### src/rtl/core/ssfe_pkg.sv
// Package for the seven-segment frame encoder: shared types, bus byte codes,
// command codes, the per-stage work word and the digit glyph lookup.
// No dependencies.
package ssfe_pkg;

    typedef logic [1:0]  cmd_t;
    typedef logic [3:0]  digit_t;
    typedef logic [13:0] num_t;
    typedef logic [6:0]  tval_t;
    typedef logic [7:0]  octet_t;
    typedef octet_t [3:0] seg_t;
    typedef logic [2:0]  slot_t;
    typedef logic [2:0]  bright_t;

    localparam cmd_t CMD_NUMBER = 2'd0;
    localparam cmd_t CMD_TIME   = 2'd1;
    localparam cmd_t CMD_DASHES = 2'd2;

    localparam num_t    NUM_CAP      = 14'd9999;
    localparam bright_t BRIGHT_RESET = 3'd7;

    localparam octet_t BYTE_DATA_CMD  = 8'h40;
    localparam octet_t BYTE_ADDR_CMD  = 8'hC0;
    localparam octet_t BYTE_DISP_CTRL = 8'h88;
    localparam octet_t SEG_DASH       = 8'h40;
    localparam octet_t SEG_COLON      = 8'h80;
    localparam octet_t SEG_BLANK      = 8'h00;

    // Divide by ten as a multiply by 2^19/10, rounded up; exact for values up to 9999.
    localparam logic [15:0] DIV10_MUL   = 16'd52429;
    localparam int          DIV10_SHIFT = 19;

    // Position of a word within the seven-word sequence of one command.
    localparam slot_t SLOT_DATA_CMD = 3'd0;
    localparam slot_t SLOT_ADDR_CMD = 3'd1;
    localparam slot_t SLOT_SEG0     = 3'd2;
    localparam slot_t SLOT_SEG1     = 3'd3;
    localparam slot_t SLOT_SEG2     = 3'd4;
    localparam slot_t SLOT_SEG3     = 3'd5;
    localparam slot_t SLOT_CTRL     = 3'd6;

    // Work word carried down the digit pipeline. Number digits nd[0] is the
    // thousands digit; time digits td[0..3] are hours tens, hours units,
    // minutes tens, minutes units.
    typedef struct packed {
        cmd_t           cmd;
        num_t           num;
        tval_t          hrs;
        tval_t          mins;
        logic           colon;
        digit_t [3:0]   nd;
        digit_t [3:0]   td;
    } work_t;

    function automatic octet_t glyph(input digit_t d);
        octet_t g;
        unique case (d)
            4'd0:    g = 8'h3F;
            4'd1:    g = 8'h06;
            4'd2:    g = 8'h5B;
            4'd3:    g = 8'h4F;
            4'd4:    g = 8'h66;
            4'd5:    g = 8'h6D;
            4'd6:    g = 8'h7D;
            4'd7:    g = 8'h07;
            4'd8:    g = 8'h7F;
            4'd9:    g = 8'h6F;
            default: g = SEG_BLANK;
        endcase
        return g;
    endfunction

endpackage

### src/rtl/core/ssfe_if.sv
// Channel interfaces of the seven-segment frame encoder: command input,
// bus word output and brightness write channel.
// Depends on ssfe_pkg.
interface ssfe_in_if import ssfe_pkg::*; ();
    logic        valid;
    logic        ready;
    cmd_t        cmd;
    logic [31:0] value;
    tval_t       hours;
    tval_t       minutes;
    logic        colon_on;

    modport source (output valid, cmd, value, hours, minutes, colon_on, input ready);
    modport sink   (input valid, cmd, value, hours, minutes, colon_on, output ready);
endinterface

interface ssfe_out_if import ssfe_pkg::*; ();
    logic   valid;
    logic   ready;
    octet_t bus_byte;
    logic   frame_start;
    logic   frame_end;
    logic   run_last;

    modport source (output valid, bus_byte, frame_start, frame_end, run_last, input ready);
    modport sink   (input valid, bus_byte, frame_start, frame_end, run_last, output ready);
endinterface

interface ssfe_cfg_if import ssfe_pkg::*; ();
    logic    valid;
    logic    ready;
    bright_t brightness;

    modport source (output valid, brightness, input ready);
    modport sink   (input valid, brightness, output ready);
endinterface

### src/rtl/core/ssfe_peel.sv
// Splits the lowest decimal digit off a value of at most 9999.
// Depends on ssfe_pkg.
module ssfe_peel import ssfe_pkg::*;
(
    input  num_t       x,
    output logic [9:0] q,
    output digit_t     r
);

    logic [29:0] prod;
    num_t        tens;
    num_t        diff;

    assign prod = {16'd0, x} * {14'd0, DIV10_MUL};
    assign q    = prod[DIV10_SHIFT +: 10];
    // q * 10 as two shifted copies.
    assign tens = {1'b0, q, 3'b000} + {3'b000, q, 1'b0};
    assign diff = x - tens;
    assign r    = diff[3:0];

endmodule

### src/rtl/core/ssfe_digit_stage.sv
// One registered stage of the digit pipeline: peels one decimal digit off the
// number and, in the first two stages, one off the hours and the minutes.
// Depends on ssfe_pkg and ssfe_peel.
module ssfe_digit_stage import ssfe_pkg::*;
#(
    parameter int STAGE = 1
)
(
    input  logic  clk,
    input  logic  rst_n,
    input  logic  up_valid,
    output logic  up_ready,
    input  work_t up_work,
    output logic  down_valid,
    input  logic  down_ready,
    output work_t down_work
);

    work_t       work_reg;
    work_t       work_next;
    logic        vld_reg;
    logic [9:0]  num_q;
    digit_t      num_r;
    logic [9:0]  hrs_q;
    digit_t      hrs_r;
    logic [9:0]  mins_q;
    digit_t      mins_r;

    ssfe_peel u_num_peel
    (
        .x (up_work.num),
        .q (num_q),
        .r (num_r)
    );

    ssfe_peel u_hrs_peel
    (
        .x ({7'd0, up_work.hrs}),
        .q (hrs_q),
        .r (hrs_r)
    );

    ssfe_peel u_mins_peel
    (
        .x ({7'd0, up_work.mins}),
        .q (mins_q),
        .r (mins_r)
    );

    always_comb
    begin
        work_next = up_work;
        work_next.num = {4'd0, num_q};
        work_next.nd[2'(4 - STAGE)] = num_r;
        if (STAGE == 1)
        begin
            work_next.td[1] = hrs_r;
            work_next.td[3] = mins_r;
            work_next.hrs   = hrs_q[6:0];
            work_next.mins  = mins_q[6:0];
        end
        else if (STAGE == 2)
        begin
            // Hours above 99 keep only the tens digit modulo ten.
            work_next.td[0] = hrs_r;
            work_next.td[2] = mins_r;
        end
        else
        begin
            // What is left after three digits is the thousands digit.
            work_next.nd[0] = num_q[3:0];
        end
    end

    assign up_ready   = !vld_reg || down_ready;
    assign down_valid = vld_reg;
    assign down_work  = work_reg;

    always_ff @(posedge clk or negedge rst_n)
    begin
        if (!rst_n)
        begin
            vld_reg <= 1'b0;
        end
        else if (up_ready)
        begin
            vld_reg <= up_valid;
        end
    end

    always_ff @(posedge clk)
    begin
        if (up_ready && up_valid)
        begin
            work_reg <= work_next;
        end
    end

endmodule

### src/rtl/core/ssfe_encoder.sv
// Command input register, three digit stages and the glyph and blanking
// logic that turns a command into four segment bytes.
// Depends on ssfe_pkg, ssfe_if and ssfe_digit_stage.
module ssfe_encoder import ssfe_pkg::*;
(
    input  logic  clk,
    input  logic  rst_n,
    ssfe_in_if.sink req,
    output logic  seg_valid,
    input  logic  seg_ready,
    output seg_t  seg
);

    work_t      in_reg;
    work_t      in_next;
    logic       in_vld_reg;
    logic [3:0] vld;
    logic [3:0] take;
    work_t      work [4];
    work_t      w;
    logic       blank0;
    logic       blank1;
    logic       blank2;

    always_comb
    begin
        in_next       = '0;
        in_next.cmd   = req.cmd;
        in_next.num   = (req.value > {18'd0, NUM_CAP}) ? NUM_CAP : req.value[13:0];
        in_next.hrs   = req.hours;
        in_next.mins  = req.minutes;
        in_next.colon = req.colon_on;
    end

    assign req.ready = !in_vld_reg || take[0];
    assign vld[0]    = in_vld_reg;
    assign work[0]   = in_reg;
    assign take[3]   = seg_ready;

    always_ff @(posedge clk or negedge rst_n)
    begin
        if (!rst_n)
        begin
            in_vld_reg <= 1'b0;
        end
        else if (req.ready)
        begin
            in_vld_reg <= req.valid;
        end
    end

    always_ff @(posedge clk)
    begin
        if (req.ready && req.valid)
        begin
            in_reg <= in_next;
        end
    end

    for (genvar k = 1; k < 4; k++)
    begin : g_stage
        ssfe_digit_stage #(.STAGE(k)) u_stage
        (
            .clk        (clk),
            .rst_n      (rst_n),
            .up_valid   (vld[k-1]),
            .up_ready   (take[k-1]),
            .up_work    (work[k-1]),
            .down_valid (vld[k]),
            .down_ready (take[k]),
            .down_work  (work[k])
        );
    end

    assign w         = work[3];
    assign seg_valid = vld[3];

    // Leading zeros go dark; the units position is always drawn.
    assign blank0 = (w.nd[0] == 4'd0);
    assign blank1 = blank0 && (w.nd[1] == 4'd0);
    assign blank2 = blank1 && (w.nd[2] == 4'd0);

    always_comb
    begin
        unique case (w.cmd)
            CMD_NUMBER:
            begin
                seg[0] = blank0 ? SEG_BLANK : glyph(w.nd[0]);
                seg[1] = blank1 ? SEG_BLANK : glyph(w.nd[1]);
                seg[2] = blank2 ? SEG_BLANK : glyph(w.nd[2]);
                seg[3] = glyph(w.nd[3]);
            end
            CMD_TIME:
            begin
                seg[0] = glyph(w.td[0]);
                seg[1] = glyph(w.td[1]) | (w.colon ? SEG_COLON : SEG_BLANK);
                seg[2] = glyph(w.td[2]);
                seg[3] = glyph(w.td[3]);
            end
            default:
            begin
                // The dash command and the unused code both draw dashes.
                seg[0] = SEG_DASH;
                seg[1] = SEG_DASH;
                seg[2] = SEG_DASH;
                seg[3] = SEG_DASH;
            end
        endcase
    end

endmodule

### src/rtl/core/ssfe_serializer.sv
// Frame register, word sequencer, brightness register and output register
// that send the seven bus words of one command.
// Depends on ssfe_pkg and ssfe_if.
module ssfe_serializer import ssfe_pkg::*;
(
    input  logic  clk,
    input  logic  rst_n,
    input  logic  seg_valid,
    output logic  seg_ready,
    input  seg_t  seg,
    ssfe_cfg_if.sink cfg,
    ssfe_out_if.source bus
);

    logic    frm_vld_reg;
    seg_t    seg_reg;
    slot_t   slot_reg;
    bright_t bright_reg;
    logic    out_vld_reg;
    octet_t  out_byte_reg;
    logic    out_start_reg;
    logic    out_end_reg;
    logic    out_last_reg;
    octet_t  byte_next;
    logic    start_next;
    logic    end_next;
    logic    last_next;
    logic    out_adv;
    logic    emit;
    logic    frame_done;
    logic    load;

    assign out_adv    = !out_vld_reg || bus.ready;
    assign emit       = frm_vld_reg && out_adv;
    assign frame_done = emit && (slot_reg == SLOT_CTRL);
    // A new frame loads in the same cycle the last word of the old one leaves.
    assign seg_ready  = !frm_vld_reg || frame_done;
    assign load       = seg_valid && seg_ready;
    assign cfg.ready  = 1'b1;

    always_comb
    begin
        byte_next  = SEG_BLANK;
        start_next = 1'b0;
        end_next   = 1'b0;
        last_next  = 1'b0;
        unique case (slot_reg)
            SLOT_DATA_CMD:
            begin
                byte_next  = BYTE_DATA_CMD;
                start_next = 1'b1;
                end_next   = 1'b1;
            end
            SLOT_ADDR_CMD:
            begin
                byte_next  = BYTE_ADDR_CMD;
                start_next = 1'b1;
            end
            SLOT_SEG0: byte_next = seg_reg[0];
            SLOT_SEG1: byte_next = seg_reg[1];
            SLOT_SEG2: byte_next = seg_reg[2];
            SLOT_SEG3:
            begin
                byte_next = seg_reg[3];
                end_next  = 1'b1;
            end
            SLOT_CTRL:
            begin
                byte_next  = BYTE_DISP_CTRL | {5'd0, bright_reg};
                start_next = 1'b1;
                end_next   = 1'b1;
                last_next  = 1'b1;
            end
            default:
            begin
                byte_next = SEG_BLANK;
            end
        endcase
    end

    always_ff @(posedge clk or negedge rst_n)
    begin
        if (!rst_n)
        begin
            frm_vld_reg <= 1'b0;
            slot_reg    <= SLOT_DATA_CMD;
            out_vld_reg <= 1'b0;
            bright_reg  <= BRIGHT_RESET;
        end
        else
        begin
            if (load)
            begin
                frm_vld_reg <= 1'b1;
                slot_reg    <= SLOT_DATA_CMD;
            end
            else if (emit)
            begin
                frm_vld_reg <= !frame_done;
                slot_reg    <= slot_reg + 3'd1;
            end
            if (out_adv)
            begin
                out_vld_reg <= frm_vld_reg;
            end
            if (cfg.valid && cfg.ready)
            begin
                bright_reg <= cfg.brightness;
            end
        end
    end

    always_ff @(posedge clk)
    begin
        if (load)
        begin
            seg_reg <= seg;
        end
        if (emit)
        begin
            out_byte_reg  <= byte_next;
            out_start_reg <= start_next;
            out_end_reg   <= end_next;
            out_last_reg  <= last_next;
        end
    end

    assign bus.valid       = out_vld_reg;
    assign bus.bus_byte    = out_byte_reg;
    assign bus.frame_start = out_start_reg;
    assign bus.frame_end   = out_end_reg;
    assign bus.run_last    = out_last_reg;

endmodule

### src/rtl/core/seven_segment_frame_encoder.sv
// Seven-segment frame encoder. Each accepted command (show a number capped at
// 9999 with leading zeros blanked, show hours and minutes with an optional
// colon, or show dashes) yields seven bus words: 0x40 as a frame of its own,
// 0xC0 and the four segment bytes as a second frame, and 0x88 ORed with the
// brightness as a third, marked run_last. The serializer sends one word per
// cycle while the bus is ready. A command passes the input register, the three
// digit stages, the frame register and the output register before its first
// word appears, and up to five commands can be held in the input register, the
// three digit stages and the frame register.
// Brightness resets to 7 and is written through the cfg channel, which is
// always ready; write it only while no command is in flight.
module seven_segment_frame_encoder import ssfe_pkg::*;
(
    input  logic clk,
    input  logic rst_n,
    ssfe_in_if.sink    req,
    ssfe_cfg_if.sink   cfg,
    ssfe_out_if.source bus
);

    logic seg_valid;
    logic seg_ready;
    seg_t seg;

    ssfe_encoder u_encoder
    (
        .clk       (clk),
        .rst_n     (rst_n),
        .req       (req),
        .seg_valid (seg_valid),
        .seg_ready (seg_ready),
        .seg       (seg)
    );

    ssfe_serializer u_serializer
    (
        .clk       (clk),
        .rst_n     (rst_n),
        .seg_valid (seg_valid),
        .seg_ready (seg_ready),
        .seg       (seg),
        .cfg       (cfg),
        .bus       (bus)
    );

    // The closing word of a command is always a framed transfer of its own.
    a_last_framed: assert property (@(posedge clk) disable iff (!rst_n)
        bus.valid && bus.run_last |-> bus.frame_start && bus.frame_end)
        else $error("run_last word without start and stop");

    // After the fourth segment byte the control word follows at once.
    a_ctrl_follows: assert property (@(posedge clk) disable iff (!rst_n)
        bus.valid && bus.ready && bus.frame_end && !bus.frame_start
        |=> bus.valid && bus.run_last)
        else $error("control word did not follow the segment frame");

    // The lone data command word is followed at once by the address word.
    a_addr_follows: assert property (@(posedge clk) disable iff (!rst_n)
        bus.valid && bus.ready && !bus.run_last && bus.frame_start && bus.frame_end
        |=> bus.valid && bus.frame_start && !bus.frame_end
            && bus.bus_byte == BYTE_ADDR_CMD)
        else $error("address word did not follow the data command word");

endmodule
### src/flat_wrapper.sv
// flat-port wrapper written by rule: the top's interface ports become plain ports
module seven_segment_frame_encoder_flat import ssfe_pkg::*;
  (clk, rst_n, req_valid, req_cmd, req_value, req_hours, req_minutes, req_colon_on, req_ready, cfg_valid, cfg_brightness, cfg_ready, bus_valid, bus_bus_byte, bus_frame_start, bus_frame_end, bus_run_last, bus_ready);
  ssfe_in_if req_i ();
  ssfe_cfg_if cfg_i ();
  ssfe_out_if bus_i ();
  input  logic clk;
  input  logic rst_n;
  input wire logic [$bits(req_i.valid)-1:0] req_valid;
  input wire logic [$bits(req_i.cmd)-1:0] req_cmd;
  input wire logic [$bits(req_i.value)-1:0] req_value;
  input wire logic [$bits(req_i.hours)-1:0] req_hours;
  input wire logic [$bits(req_i.minutes)-1:0] req_minutes;
  input wire logic [$bits(req_i.colon_on)-1:0] req_colon_on;
  output wire logic [$bits(req_i.ready)-1:0] req_ready;
  input wire logic [$bits(cfg_i.valid)-1:0] cfg_valid;
  input wire logic [$bits(cfg_i.brightness)-1:0] cfg_brightness;
  output wire logic [$bits(cfg_i.ready)-1:0] cfg_ready;
  output wire logic [$bits(bus_i.valid)-1:0] bus_valid;
  output wire logic [$bits(bus_i.bus_byte)-1:0] bus_bus_byte;
  output wire logic [$bits(bus_i.frame_start)-1:0] bus_frame_start;
  output wire logic [$bits(bus_i.frame_end)-1:0] bus_frame_end;
  output wire logic [$bits(bus_i.run_last)-1:0] bus_run_last;
  input wire logic [$bits(bus_i.ready)-1:0] bus_ready;
  assign req_i.valid = req_valid;
  assign req_i.cmd = req_cmd;
  assign req_i.value = req_value;
  assign req_i.hours = req_hours;
  assign req_i.minutes = req_minutes;
  assign req_i.colon_on = req_colon_on;
  assign req_ready = req_i.ready;
  assign cfg_i.valid = cfg_valid;
  assign cfg_i.brightness = cfg_brightness;
  assign cfg_ready = cfg_i.ready;
  assign bus_valid = bus_i.valid;
  assign bus_bus_byte = bus_i.bus_byte;
  assign bus_frame_start = bus_i.frame_start;
  assign bus_frame_end = bus_i.frame_end;
  assign bus_run_last = bus_i.run_last;
  assign bus_i.ready = bus_ready;
  seven_segment_frame_encoder u_core (.clk(clk), .rst_n(rst_n), .req(req_i), .cfg(cfg_i), .bus(bus_i));
endmodule
### config.mk
export PLATFORM = sky130hd
export DESIGN_NAME = seven_segment_frame_encoder_flat
export DESIGN_NICKNAME = d
export VERILOG_FILES = /design/src/rtl/core/ssfe_pkg.sv /design/src/rtl/core/ssfe_if.sv /design/src/rtl/core/ssfe_peel.sv /design/src/rtl/core/ssfe_digit_stage.sv /design/src/rtl/core/ssfe_encoder.sv /design/src/rtl/core/ssfe_serializer.sv /design/src/rtl/core/seven_segment_frame_encoder.sv /design/src/flat_wrapper.sv
export SDC_FILE = /design/constraint.sdc
export NUM_CORES = 1
export LEC_CHECK = 0
export BUFFER_PORTS_ARGS = -buffer_cell sky130_fd_sc_hd__clkbuf_2
export CORE_AREA = 2 2 330 332
export DETAILED_ROUTE_END_ITERATION = 10
export DIE_AREA = 0 0 332 334
export GPL_TIMING_DRIVEN = 1
export PLACE_DENSITY_LB_ADDON = 0.08
export RECOVER_POWER = 50
export SLEW_MARGIN = 15
export SYNTH_ARGS = -nofsm -noshare
export SYNTH_HDL_FRONTEND = slang
export SYNTH_HIERARCHICAL = 1
export SYNTH_SLANG_ARGS = --single-unit
### constraint.sdc
create_clock -name clk -period 16 [get_ports clk]
set_input_delay 2.4 -clock clk [delete_from_list [all_inputs] [get_ports clk]]
set_output_delay 2.4 -clock clk [all_outputs]
set_load 0.1 [all_outputs]
# Yosys cells after proc, flatten, opt, wreduce, memory -nomap -nowiden
# Memories as Yosys holds them, arrays and structs flattened. A register that Yosys moved wholly into a read port is not among the register bits.
# Index checks and enable logic that the tools add are counted.
[op_classes] n_addsub=11 n_mul=7 div=0 n_lt_le_gt_ge=1 eq_ne=7 n_shift=0 n_mux=20 bitwise_logic=1 reduce_logical=28
[op_table] operator="multiplier 7 x 16 -> 23 bit (second input constant)" count=3
[op_table] operator="case mux 32 bit (2 select lines)" count=1
[op_table] operator="case mux 8 bit (7 select lines)" count=1
[op_table] operator="multiplier 4 x 16 -> 20 bit (second input constant)" count=2
[op_table] operator="2-to-1 mux 8 bit" count=5
[op_table] operator="greater-than comparator 32 x 14 -> 1 bit (second input constant)" count=1
[op_table] operator="multiplier 14 x 16 -> 29 bit (second input constant)" count=1
[op_table] operator="multiplier 10 x 16 -> 26 bit (second input constant)" count=1
[op_table] operator="2-to-1 mux 4 bit" count=6
[op_table] operator="adder 4 bit" count=5
[op_table] operator="subtractor 4 bit" count=5
[op_table] operator="== test 3 bit (second input constant)" count=3
[op_table] operator="logical AND 1 bit" count=8
[op_table] operator="logical NOT 4 bit" count=2
[op_table] operator="OR 8 bit" count=1
[op_table] operator="logical NOT 1 bit" count=7
[op_table] operator="== test 3 x 2 -> 1 bit (second input constant)" count=2
[op_table] operator="logical OR 1 bit" count=6
[op_table] operator="2-to-1 mux 3 bit" count=2
[op_table] operator="OR reduction 3 bit" count=2
[op_table] operator="2-to-1 mux 1 bit" count=5
[op_table] operator="adder 3 x 1 -> 3 bit (second input constant)" count=1
[op_table] operator="== test 3 x 1 -> 1 bit (second input constant)" count=1
[op_table] operator="logical NOT 3 bit" count=1
[op_table] operator="3 further kinds" count=3
[totals] reg_bits=168 latchBits=0 ram_bits=0 romBits=896 inputBits=57 elab_cells=126 n_memories=8
[memory_table] memory="(name not given)" words=16 word_bits=7 read_ports=1 rd_clocked_by_memory_dff=1 write_ports=0 line="ssfe_pkg.sv:57" source="unique case (d)"
[memory_table] memory="(name not given)" words=16 word_bits=7 read_ports=1 rd_clocked_by_memory_dff=1 write_ports=0 line="ssfe_pkg.sv:57"
[memory_table] memory="(name not given)" words=16 word_bits=7 read_ports=1 rd_clocked_by_memory_dff=0 write_ports=0 line="ssfe_pkg.sv:57"
[memory_table] memory="(name not given)" words=16 word_bits=7 read_ports=1 rd_clocked_by_memory_dff=0 write_ports=0 line="ssfe_pkg.sv:57"
[memory_table] memory="(name not given)" words=16 word_bits=7 read_ports=1 rd_clocked_by_memory_dff=1 write_ports=0 line="ssfe_pkg.sv:57"
[memory_table] memory="(name not given)" words=16 word_bits=7 read_ports=1 rd_clocked_by_memory_dff=1 write_ports=0 line="ssfe_pkg.sv:57"
[memory_table] memory="2 more memories"

# Longest topological paths before layout
# Gate-level depths: netlist of the first run.
[logic_depth] ltp_word=10 mapped_depth=26 mapped_depth_nobuf=25

# Modules after synthesis
# Netlist of the first run, hierarchy kept.
[modules_own_cells] module="ssfe_peel at u_core.u_encoder.g_stage[1].u_stage.u_mins_peel ..." instances=2 cells_per_inst=349 area_each_um2=3395.8 seq_area_each_um2=0.0
[modules_own_cells] module="ssfe_peel at u_core.u_encoder.g_stage[2].u_stage.u_num_peel ..." instances=2 cells_per_inst=346 area_each_um2=3365.7 seq_area_each_um2=0.0
[modules_own_cells] module="ssfe_digit_stage at u_core.u_encoder.g_stage[1].u_stage ..." instances=2 cells_per_inst=68 area_each_um2=1859.3 seq_area_each_um2=1796.7
[modules_own_cells] module="ssfe_peel at u_core.u_encoder.g_stage[1].u_stage.u_hrs_peel" instances=1 cells_per_inst=358 area_each_um2=3445.8 seq_area_each_um2=0.0
[modules_own_cells] module="ssfe_peel at u_core.u_encoder.g_stage[2].u_stage.u_mins_peel" instances=1 cells_per_inst=350 area_each_um2=3400.8 seq_area_each_um2=0.0
[modules_own_cells] module="ssfe_peel at u_core.u_encoder.g_stage[2].u_stage.u_hrs_peel" instances=1 cells_per_inst=337 area_each_um2=3370.7 seq_area_each_um2=0.0
[modules_own_cells] module="ssfe_encoder" instances=1 cells_per_inst=340 area_each_um2=2897.8 seq_area_each_um2=955.9
[modules_own_cells] module="ssfe_serializer" instances=1 cells_per_inst=119 area_each_um2=1986.9 seq_area_each_um2=1495.2
[modules_own_cells] module="ssfe_digit_stage at u_core.u_encoder.g_stage[3].u_stage" instances=1 cells_per_inst=68 area_each_um2=1769.2 seq_area_each_um2=1676.6

# Worst setup path after synthesis of the first run
# No wires, ideal clock.
[synth_path] path_type="in2out" startpoint="input port bus_ready" endpoint="output port req_ready" arrival_time_ns=3.941 required_ns=13.600 slack_ns=9.659 cell_stages=6 path_cell_list="nand2b_1 -> a21o_4 -> nand2b_4 -> nand2b_4 -> nand2b_4 -> nand2b_1"
[synth_between] elab_chain_len=8
[synth_lines] element="start, declared" line="flat_wrapper.sv:24" source="input wire logic [$bits(bus_i.ready)-1:0] bus_ready;"
[synth_lines] element="logical OR 1 bit" line="ssfe_serializer.sv:33" source="assign out_adv = !out_vld_reg || bus.ready;"
[synth_lines] element="logical AND 1 bit" line="ssfe_serializer.sv:34" source="assign emit = frm_vld_reg && out_adv;"
[synth_lines] element="logical AND 1 bit" line="ssfe_serializer.sv:35" source="assign frame_done = emit && (slot_reg == SLOT_CTRL);"
[synth_lines] element="logical OR 1 bit" line="ssfe_serializer.sv:37" source="assign seg_ready = !frm_vld_reg || frame_done;"
[synth_lines] element="net u_core.seg_ready" line="seven_segment_frame_encoder.sv:22" source="logic seg_ready;"
[synth_lines] element="logical OR 1 bit" line="ssfe_digit_stage.sv:75" source="assign up_ready = !vld_reg || down_ready;"
[synth_lines] element="net u_core.u_encoder.take[2]" line="ssfe_encoder.sv:18" source="logic [3:0] take;"
[synth_lines] element="logical OR 1 bit" line="ssfe_digit_stage.sv:75"
[synth_lines] element="net u_core.u_encoder.take[1]" line="ssfe_encoder.sv:18"
[synth_lines] element="logical OR 1 bit" line="ssfe_digit_stage.sv:75"
[synth_lines] element="net u_core.u_encoder.take[0]" line="ssfe_encoder.sv:18"
[synth_lines] element="logical OR 1 bit" line="ssfe_encoder.sv:35" source="assign req.ready = !in_vld_reg || take[0];"
[synth_lines] element="end, declared" line="flat_wrapper.sv:15" source="output wire logic [$bits(req_i.ready)-1:0] req_ready;"
# The timed path passes the listed nets, and every way through them passes these cells.

# Final worst setup path of the first run
# Ends and elaborated chain as after synthesis.

==> metrics.yaml, run 1 <==
sta:
  post-route-min-period_ps: 6490
  worst_pin_slew_ps: 2550
  slew_headroom: -0.702
  worst_slack_ps: 9510
  fin_hold_ws_ps: 415
  setup_viol: 0
  setup-tns-final_ps: 0
  fmax_mhz: 154
  rsz0062_at_grt: "no"
  slew_violations: 69
  period_share: 0.406
  hold_viol: 0
  fin_skew_ps: 51.9
clock_tree:
  insertion_delay_ps: 620
  path_clk_slew_ps: 60
  clockBufferDepth: 3
  cts-root-buf: "clkbuf_16"
  hold_buffers: 0
  cts.htree.levels: 1
  post_cts_buffers: 0
  clock-sinks: 201
  cts_tree: "done"
  cts.repair.resized: 0
  numCtsBuffers: 30
route:
  dr.pass1.iters: 5
  vias: 18400
  vias_per_cell: 4.23
  dr_wl_met2_mm: 32.0
  drtIter0Drc: 494
  drt-wirelength-per-cell_um: 15.3
  route.top_layer_used: "met4"
  routed_wl_mm: 66.4
  drc: 0
  drt-met1-wl_mm: 31.5
  antenna_left: 0
  wl_met3_mm: 1.52
setup_path:
  cp.arrival_ps: 4090
  cp_max_fo: 6
  cp_top_family: "simple AND/OR/NAND/NOR gates"
  cp_slowest_cell: "clkbuf_2"
  path_class: "in -> out"
  cp.required_ps: 13600
  path_cells: "clkbuf_1, nand2b_1, a21o_4, nand2b_1, nand2b_1, nand2b_1, nand2b_1, clkbuf_2"
  cp_common_cell: "nand2b_1"
  crit_path_max_incr_delay_ps: 390
  startpoint_type: "input pin"
  end_kind: "output port"
  critPathBufInv: 2
floorplanning:
  fp.dieH_um: 334
  die_x_um: 332
  io_pins: 71
  start_util: 0.274
  dieArea_sq_um: 111000
  fp-row-count: 121
  coreArea_sq_um: 108000
global_route:
  antenna_found_initial: 0
  grt_max_degree: 44
  grt_pass1_wl_mm: 111
  grt_pass1_vias: 20800
  gr-usage-all-layers: 0.124
  grt.overflow.total: 0
placement:
  hpwlAfterDp_mm: 57.6
  dp_slack_ps: 9590
  gp_congestion: 0.808
  place_area_sq_um: 31900
  portBuffers: 69
logic_synthesis:
  synthesis.area_sq_um: 29500
  synthCells: 2716
  ys_warn_count: 6
  syn_avg_cell_area_sq_um: 10.9
hold_path:
  hold_path_class: "reg -> reg"
cells_and_area:
  area_growth_pct: 11.1
  fin_nets: 3988
  antenna_cells: 0
  final_area_sq_um: 32800
  largest_register_ffs: 115
  drive_gt1_frac: 0.0608
status:
  violations: "max-capacitance violations, max-slew violations"
  status: "finished with violations"
flow_run:
  drv_cap: 2
layout make-up:
type                            instances  area [sq um]
Fill cell                           11200         75000
Multi-Input combinational cell       1955         21300
Sequential cell                       201          5980
Clock buffer                           36           773
Timing Repair Buffer                   71           347
Inverter                              646          2420
Tap cell                             1414          1770
Clock inverter                         19           161
per-layer routing:
metal / track usage / vias up
li1: - / 9243
met5: 0 / -
met2: 0.220 / 162
met1: 0.162 / 8890
met3: 0.0127 / 67
met4: 0.0290 / 0
worst reg2reg max path, delay by kind of cell, from the launching register on:
family | cells | cell delay [ps]
fa+ha+maj | 8 | 3440
compound gates | 4 | 920
simple gates | 4 | 580
xor+xnor | 3 | 480
flops | 1 | 480
buf+inv | 4 | 200
layout by cell type, fill, tap and decap left out, types with 24 or more instances in the layout:
cell,instances
nand3_1,28
o21ai_0,73
a21o_1,30
clkbuf_16,30
xor2_1,24
ha_1,659
xnor2_1,61
conb_1,124
fa_1,367
edfxtp_1,189
inv_1,645
nor2_1,90
a21oi_1,97
nand2b_1,44
clkbuf_2,61
nand2_1,49
worst paths after layout:
kind,from,end,slack [ps],depth (start not counted)
max,bus_ready,req_ready,9510,8
min reg2reg,u_core/u_encoder/g_stage[2].u_stage/down_work[13]$_DFFE_PP_,u_core/u_encoder/g_stage[3].u_stage/down_work[13]$_DFFE_PP_,420,0
max in group asynchronous,rst_n,u_core/u_serializer/slot_reg[1]$_DFFE_PN0P_,13810,1
min in group asynchronous,rst_n,u_core/u_serializer/bus.valid$_DFFE_PN0N_,1770,1
min,u_core/u_encoder/g_stage[2].u_stage/down_work[13]$_DFFE_PP_,u_core/u_encoder/g_stage[3].u_stage/down_work[13]$_DFFE_PP_,420,0
max reg2reg,u_core/u_encoder/g_stage[2].u_stage/down_work[55]$_DFFE_PP_,u_core/u_encoder/g_stage[3].u_stage/down_work[23]$_DFFE_PP_,9660,23
through the flow:
stage | util | instances
detailed placement | 0.296 | 4287
global route | 0.304 | 4342
CTS | 0.304 | 4342
finish | 0.304 | 4342
floorplan | - | 2836
global placement | 0.296 | 4287
Power of run 1 is not shown: default switching activity piles up to over one toggle a cycle in this logic, so the estimate is an artifact.
==> inputs of run 2 (changes only) <==
Clock period 16 ns to 6.6 ns, I/O delays scaled along.
==> run 2 against run 1 <==
Setup slack got worse by 9100 ps. Clock-buffer cell count increased by 3. The flow still finishes with violations (max-capacitance violations, max-slew violations). Final area grew 0.38%. Final cell count rose by 0.18%. Flip-flop and latch count did not move.
==> metrics.yaml, run 2 (synthesized netlist as in run 1, its figures left out) <==
route:
  drtIter0Drc: 570
  dr.pass1.iters: 5
  drc: 0
  drt-wirelength-per-cell_um: 15.3
  vias: 18400
  routed_wl_mm: 66.5
  antenna_left: 0
  vias_per_cell: 4.23
sta:
  fin_skew_ps: 28.4
  rsz0062_at_grt: "no"
  worst_slack_ps: 368
  fmax_mhz: 160
  slew_violations: 69
  slew_headroom: -0.710
  post-route-min-period_ps: 6230
  period_share: 0.944
  setup-tns-final_ps: 0
  setup_viol: 0
  hold_viol: 0
  worst_pin_slew_ps: 2560
floorplanning:
  io_pins: 71
  start_util: 0.274
  dieArea_sq_um: 111000
  fp-row-count: 121
  die_x_um: 332
  coreArea_sq_um: 108000
  fp.dieH_um: 334
clock_tree:
  numCtsBuffers: 34
  cts-root-buf: "clkbuf_16"
  cts_tree: "done"
  hold_buffers: 0
  path_clk_slew_ps: 60
  clock-sinks: 201
  clockBufferDepth: 3
  cts.htree.levels: 2
  insertion_delay_ps: 580
setup_path:
  cp_max_fo: 4
  cp.arrival_ps: 6560
  cp.required_ps: 6930
  cp.depth: 23
  path_cells: "ha_1, inv_1, fa_1, fa_1, fa_1, inv_1, fa_1, inv_1, fa_1, inv_1, ha_1, and4_4, a2111oi_4, or2_1, o211ai_2, xor2_2, ha_1, nand2_1, nand3b_1, a211o_2, o211ai_1, xnor2_1, xnor2_1"
  crit_path_max_incr_delay_ps: 530
  startpoint: "u_core/u_encoder/g_stage[2].u_stage/down_work[56]$_DFFE_PP_"
  crit_end: "u_core/u_encoder/g_stage[3].u_stage/down_work[23]$_DFFE_PP_"
  reg2reg_depth: 23
  critPathBufInv: 4
  startpoint_type: "flip-flop"
  end_kind: "flip-flop"
  r2r_setup_slack_ps: 370
  r2r-start: "u_core/u_encoder/g_stage[2].u_stage/down_work[56]$_DFFE_PP_"
  cp_slowest_cell: "fa_1"
  cp_top_family: "adder cells"
  path_class: "reg -> reg"
  cp_common_cell: "fa_1"
  rr_endpoint: "u_core/u_encoder/g_stage[3].u_stage/down_work[23]$_DFFE_PP_"
global_route:
  gr-usage-all-layers: 0.124
  antenna_found_initial: 0
  grt_pass1_wl_mm: 110
  grt_pass1_vias: 20600
  grt_max_degree: 44
  grt.overflow.total: 0
status:
  violations: "max-capacitance violations, max-slew violations"
  status: "finished with violations"
flow_run:
  drv_cap: 2
placement:
  portBuffers: 69
  gp_congestion: 0.800
  hpwlAfterDp_mm: 57.5
  dp_slack_ps: 277
cells_and_area:
  largest_register_ffs: 115
  final_common_cell: "ha_1"
  drive_gt1_frac: 0.0603
  area_growth_pct: 11.5
  fill_cells: 11200
  antenna_cells: 0
  fin_nets: 3994
  final_cell_mix: "ha_1, inv_1, fa_1"
hold_path:
  hold_path_class: "reg -> reg"
## run 2: cell count changes in the layout (fill, tap and decap cells not counted), moves of 2 or more
cell,delta
and2_0,+5
and2_1,-5
buf_4,+2
clkbuf_1,+7
clkbuf_16,+4
clkbuf_2,-9
clkinv_2,+8
clkinv_4,-6
inv_16,+2
inv_6,-3
## run 2: stage by stage
step	cells	area, sq um	hold slack [ps]	util
after floorplan	2836	30000	400	-
after global placement	4288	31900	401	0.296
after detailed placement	4288	31900	405	0.296
after CTS	4349	33000	239	0.306
after global routing	4350	32900	412	0.305
final	4350	32900	405	0.305
## run 2: what timing repair did
action | in CTS | in global routing
gates resized for setup | 0 | 1
setup endpoints to repair | 0 | 1
setup buffers | 0 | 1
## run 2: metal layers
metal / vias up / global-route usage / routed length [um]
met2: 159 / 0.219 / 31900
li1: 9256 / - / -
met4: 0 / 0.0346 / 1490
met3: 65 / 0.0176 / 1730
met5: - / 0 / 0
met1: 8900 / 0.159 / 31400
## run 2: worst min path at each step
stage / from / end / slack (ps) / depth (start not counted)
floorplan: u_core/u_encoder/in_reg[32]$_DFFE_PP_ / u_core/u_encoder/g_stage[1].u_stage/down_work[32]$_DFFE_PP_ / 400 / 0
global placement: u_core/u_encoder/g_stage[1].u_stage/down_work[28]$_DFFE_PP_ / u_core/u_encoder/g_stage[2].u_stage/down_work[28]$_DFFE_PP_ / 400 / 0
CTS: rst_n / u_core/u_serializer/bus.valid$_DFFE_PN0N_ / 240 / 1
detailed placement: u_core/u_encoder/g_stage[1].u_stage/down_work[28]$_DFFE_PP_ / u_core/u_encoder/g_stage[2].u_stage/down_work[28]$_DFFE_PP_ / 400 / 0
global route: u_core/u_encoder/g_stage[1].u_stage/down_work[24]$_DFFE_PP_ / u_core/u_encoder/g_stage[2].u_stage/down_work[24]$_DFFE_PP_ / 410 / 0
finish: u_core/u_encoder/g_stage[1].u_stage/down_work[24]$_DFFE_PP_ / u_core/u_encoder/g_stage[2].u_stage/down_work[24]$_DFFE_PP_ / 400 / 0
## run 2: cell type report
type / instances / area (sq um) / share of cell area
Tap cell: 1414 / 1770 / 0.0538
Inverter: 646 / 2420 / 0.0737
Clock inverter: 22 / 186 / 0.00567
Clock buffer: 39 / 880 / 0.0267
Sequential cell: 201 / 5980 / 0.182
Timing Repair Buffer: 73 / 350 / 0.0107
Multi-Input combinational cell: 1955 / 21300 / 0.648
Power of run 2 is left out for the same reason.
==> inputs of run 3 (changes only) <==
Settings changed: CORE_AREA 2 2 330 332 to 2 2 265 267, DIE_AREA 0 0 332 334 to 0 0 267 269.
==> run 3 against run 2 <==
The run still ends with max-capacitance violations, max-slew violations left. Setup slack lost 27 ps. Sequential share of layout area grew 0.40 points. Wire length shrank 10%. Clock-buffer cell count shrank 6. Die area shrank 35%. Hold slack gained 12 ps. Maximum frequency shrank 0.42%. Core utilization grew 16 points. Critical path type unchanged. Largest cell class unchanged.
==> metrics.yaml, run 3 (synthesized netlist as in run 1, its figures left out) <==
cells_and_area:
  fill_cells: 6494
  largest_register_ffs: 115
  area_growth_pct: 9.11
  final_cell_mix: "ha_1, inv_1, fa_1"
  fin_nets: 3988
  final_common_cell: "ha_1"
  antenna_cells: 0
  post-route-util: 0.465
  drive_gt1_frac: 0.0577
floorplanning:
  coreArea_sq_um: 69300
  fp.dieH_um: 269
  dieArea_sq_um: 71800
  start_util: 0.426
  die_x_um: 267
  fp-row-count: 97
  io_pins: 71
clock_tree:
  numCtsBuffers: 28
  cts_tree: "done"
  cts.htree.levels: 1
  clock-sinks: 201
  path_clk_slew_ps: 60
  insertion_delay_ps: 580
  clockBufferDepth: 3
  cts-root-buf: "clkbuf_16"
flow_run:
  drv_cap: 1
placement:
  hpwlAfterDp_mm: 52.1
  portBuffers: 69
  gp_congestion: 0.834
route:
  dr_wl_met2_mm: 29.9
  vias_per_cell: 4.79
  drc: 0
  drtIter0Drc: 667
  dr.pass1.iters: 5
  wl_met3_mm: 1.22
  drt-wirelength-per-cell_um: 15.4
  antenna_left: 0
  drt-met1-wl_mm: 27.4
  routed_wl_mm: 59.7
  route.top_layer_used: "met4"
  vias: 18500
global_route:
  grt_max_degree: 44
  antenna_found_initial: 0
  gr-usage-all-layers: 0.174
  grt_pass1_wl_mm: 100
  grt_pass1_vias: 20400
  grt.overflow.total: 0
sta:
  fin_hold_ws_ps: 417
  slew_violations: 36
  setup_viol: 0
  fin_skew_ps: 13.5
  worst_pin_slew_ps: 2430
  fmax_mhz: 160
  setup-tns-final_ps: 0
  post-route-min-period_ps: 6260
  rsz0062_at_grt: "no"
  hold_viol: 0
  slew_headroom: -0.621
  period_share: 0.948
setup_path:
  cp.arrival_ps: 6590
  r2r-start: "u_core/u_encoder/g_stage[2].u_stage/down_work[56]$_DFFE_PP_"
  cp.required_ps: 6930
  crit_path_max_incr_delay_ps: 530
  path_class: "reg -> reg"
  cp.depth: 23
  reg2reg_depth: 23
  crit_end: "u_core/u_encoder/g_stage[3].u_stage/down_work[23]$_DFFE_PP_"
  end_kind: "flip-flop"
  cp_common_cell: "fa_1"
  startpoint_type: "flip-flop"
  cp_top_family: "adder cells"
  cp_max_fo: 4
  critPathBufInv: 4
  path_cells: "ha_1, inv_1, fa_1, fa_1, fa_1, inv_1, fa_1, inv_1, fa_1, inv_1, ha_1, and4_4, a2111oi_4, or2_1, o211ai_2, xor2_2, ha_1, nand2_1, nand3b_1, a211o_2, o211ai_1, xnor2_1, xnor2_1"
  rr_endpoint: "u_core/u_encoder/g_stage[3].u_stage/down_work[23]$_DFFE_PP_"
  r2r_setup_slack_ps: 340
  cp_slowest_cell: "fa_1"
  startpoint: "u_core/u_encoder/g_stage[2].u_stage/down_work[56]$_DFFE_PP_"
hold_path:
  hold_path_class: "reg -> reg"
status:
  status: "finished with violations"
  violations: "max-capacitance violations, max-slew violations"
==> run 3: cell types whose count changed in the layout (fill, tap and decap cells not counted), sizes merged <==
cell / delta
clkinv: -6
clkbuf: -6
clkinvlp: +2
bufinv: +1
==> run 3: worst min path at each step <==
stage / start / to / slack [ps] / cells past startpoint
2_1_floorplan: u_core/u_encoder/in_reg[32]$_DFFE_PP_ / u_core/u_encoder/g_stage[1].u_stage/down_work[32]$_DFFE_PP_ / 400 / 0
3_3_place_gp: u_core/u_encoder/g_stage[1].u_stage/down_work[30]$_DFFE_PP_ / u_core/u_encoder/g_stage[2].u_stage/down_work[30]$_DFFE_PP_ / 400 / 0
3_5_place_dp: u_core/u_encoder/g_stage[2].u_stage/down_work[0]$_DFFE_PP_ / u_core/u_encoder/g_stage[3].u_stage/down_work[0]$_DFFE_PP_ / 400 / 0
4_1_cts: rst_n / u_core/u_encoder/g_stage[1].u_stage/down_valid$_DFFE_PN0P_ / 280 / 1
5_1_grt: u_core/u_encoder/g_stage[2].u_stage/down_work[5]$_DFFE_PP_ / u_core/u_encoder/g_stage[3].u_stage/down_work[5]$_DFFE_PP_ / 420 / 0
6_report: u_core/u_encoder/g_stage[1].u_stage/down_work[25]$_DFFE_PP_ / u_core/u_encoder/g_stage[2].u_stage/down_work[25]$_DFFE_PP_ / 420 / 0
==> run 3: cell type report <==
class	instances	area, sq um	area share
Multi-Input combinational cell	1955	21300	0.662
Sequential cell	201	5980	0.186
Inverter	646	2420	0.0753
Tap cell	940	1180	0.0365
Clock buffer	33	759	0.0236
Timing Repair Buffer	73	344	0.0107
Clock inverter	19	195	0.00606
==> run 3: repair_timing <==
item / 4_1_cts / 5_1_grt
buffers inserted: 0 / 2
endpoints found under the setup margin: 0 / 1
resized for setup: 0 / 1
hold buffers: 0 / 0
==> run 3: metrics by stage <==
| step | instance area (sq um) | cells | setup slack, ps |
|---|---|---|---|
| 5_1_grt | 32200 | 3867 | 62.5 |
| 3_3_place_gp | 31300 | 3813 | 395 |
| 2_1_floorplan | 30000 | 2836 | 645 |
| 4_1_cts | 32200 | 3865 | 281 |
| 6_report | 32200 | 3867 | 342 |
| 3_5_place_dp | 31300 | 3813 | 290 |
==> run 3: metal layers <==
metal | track usage | up-vias
met4 | 0.0366 | 0
met5 | 0 | -
met3 | 0.0159 | 73
met2 | 0.320 | 205
met1 | 0.222 | 8987
li1 | - | 9245
Power of run 3 is left out for the same reason.
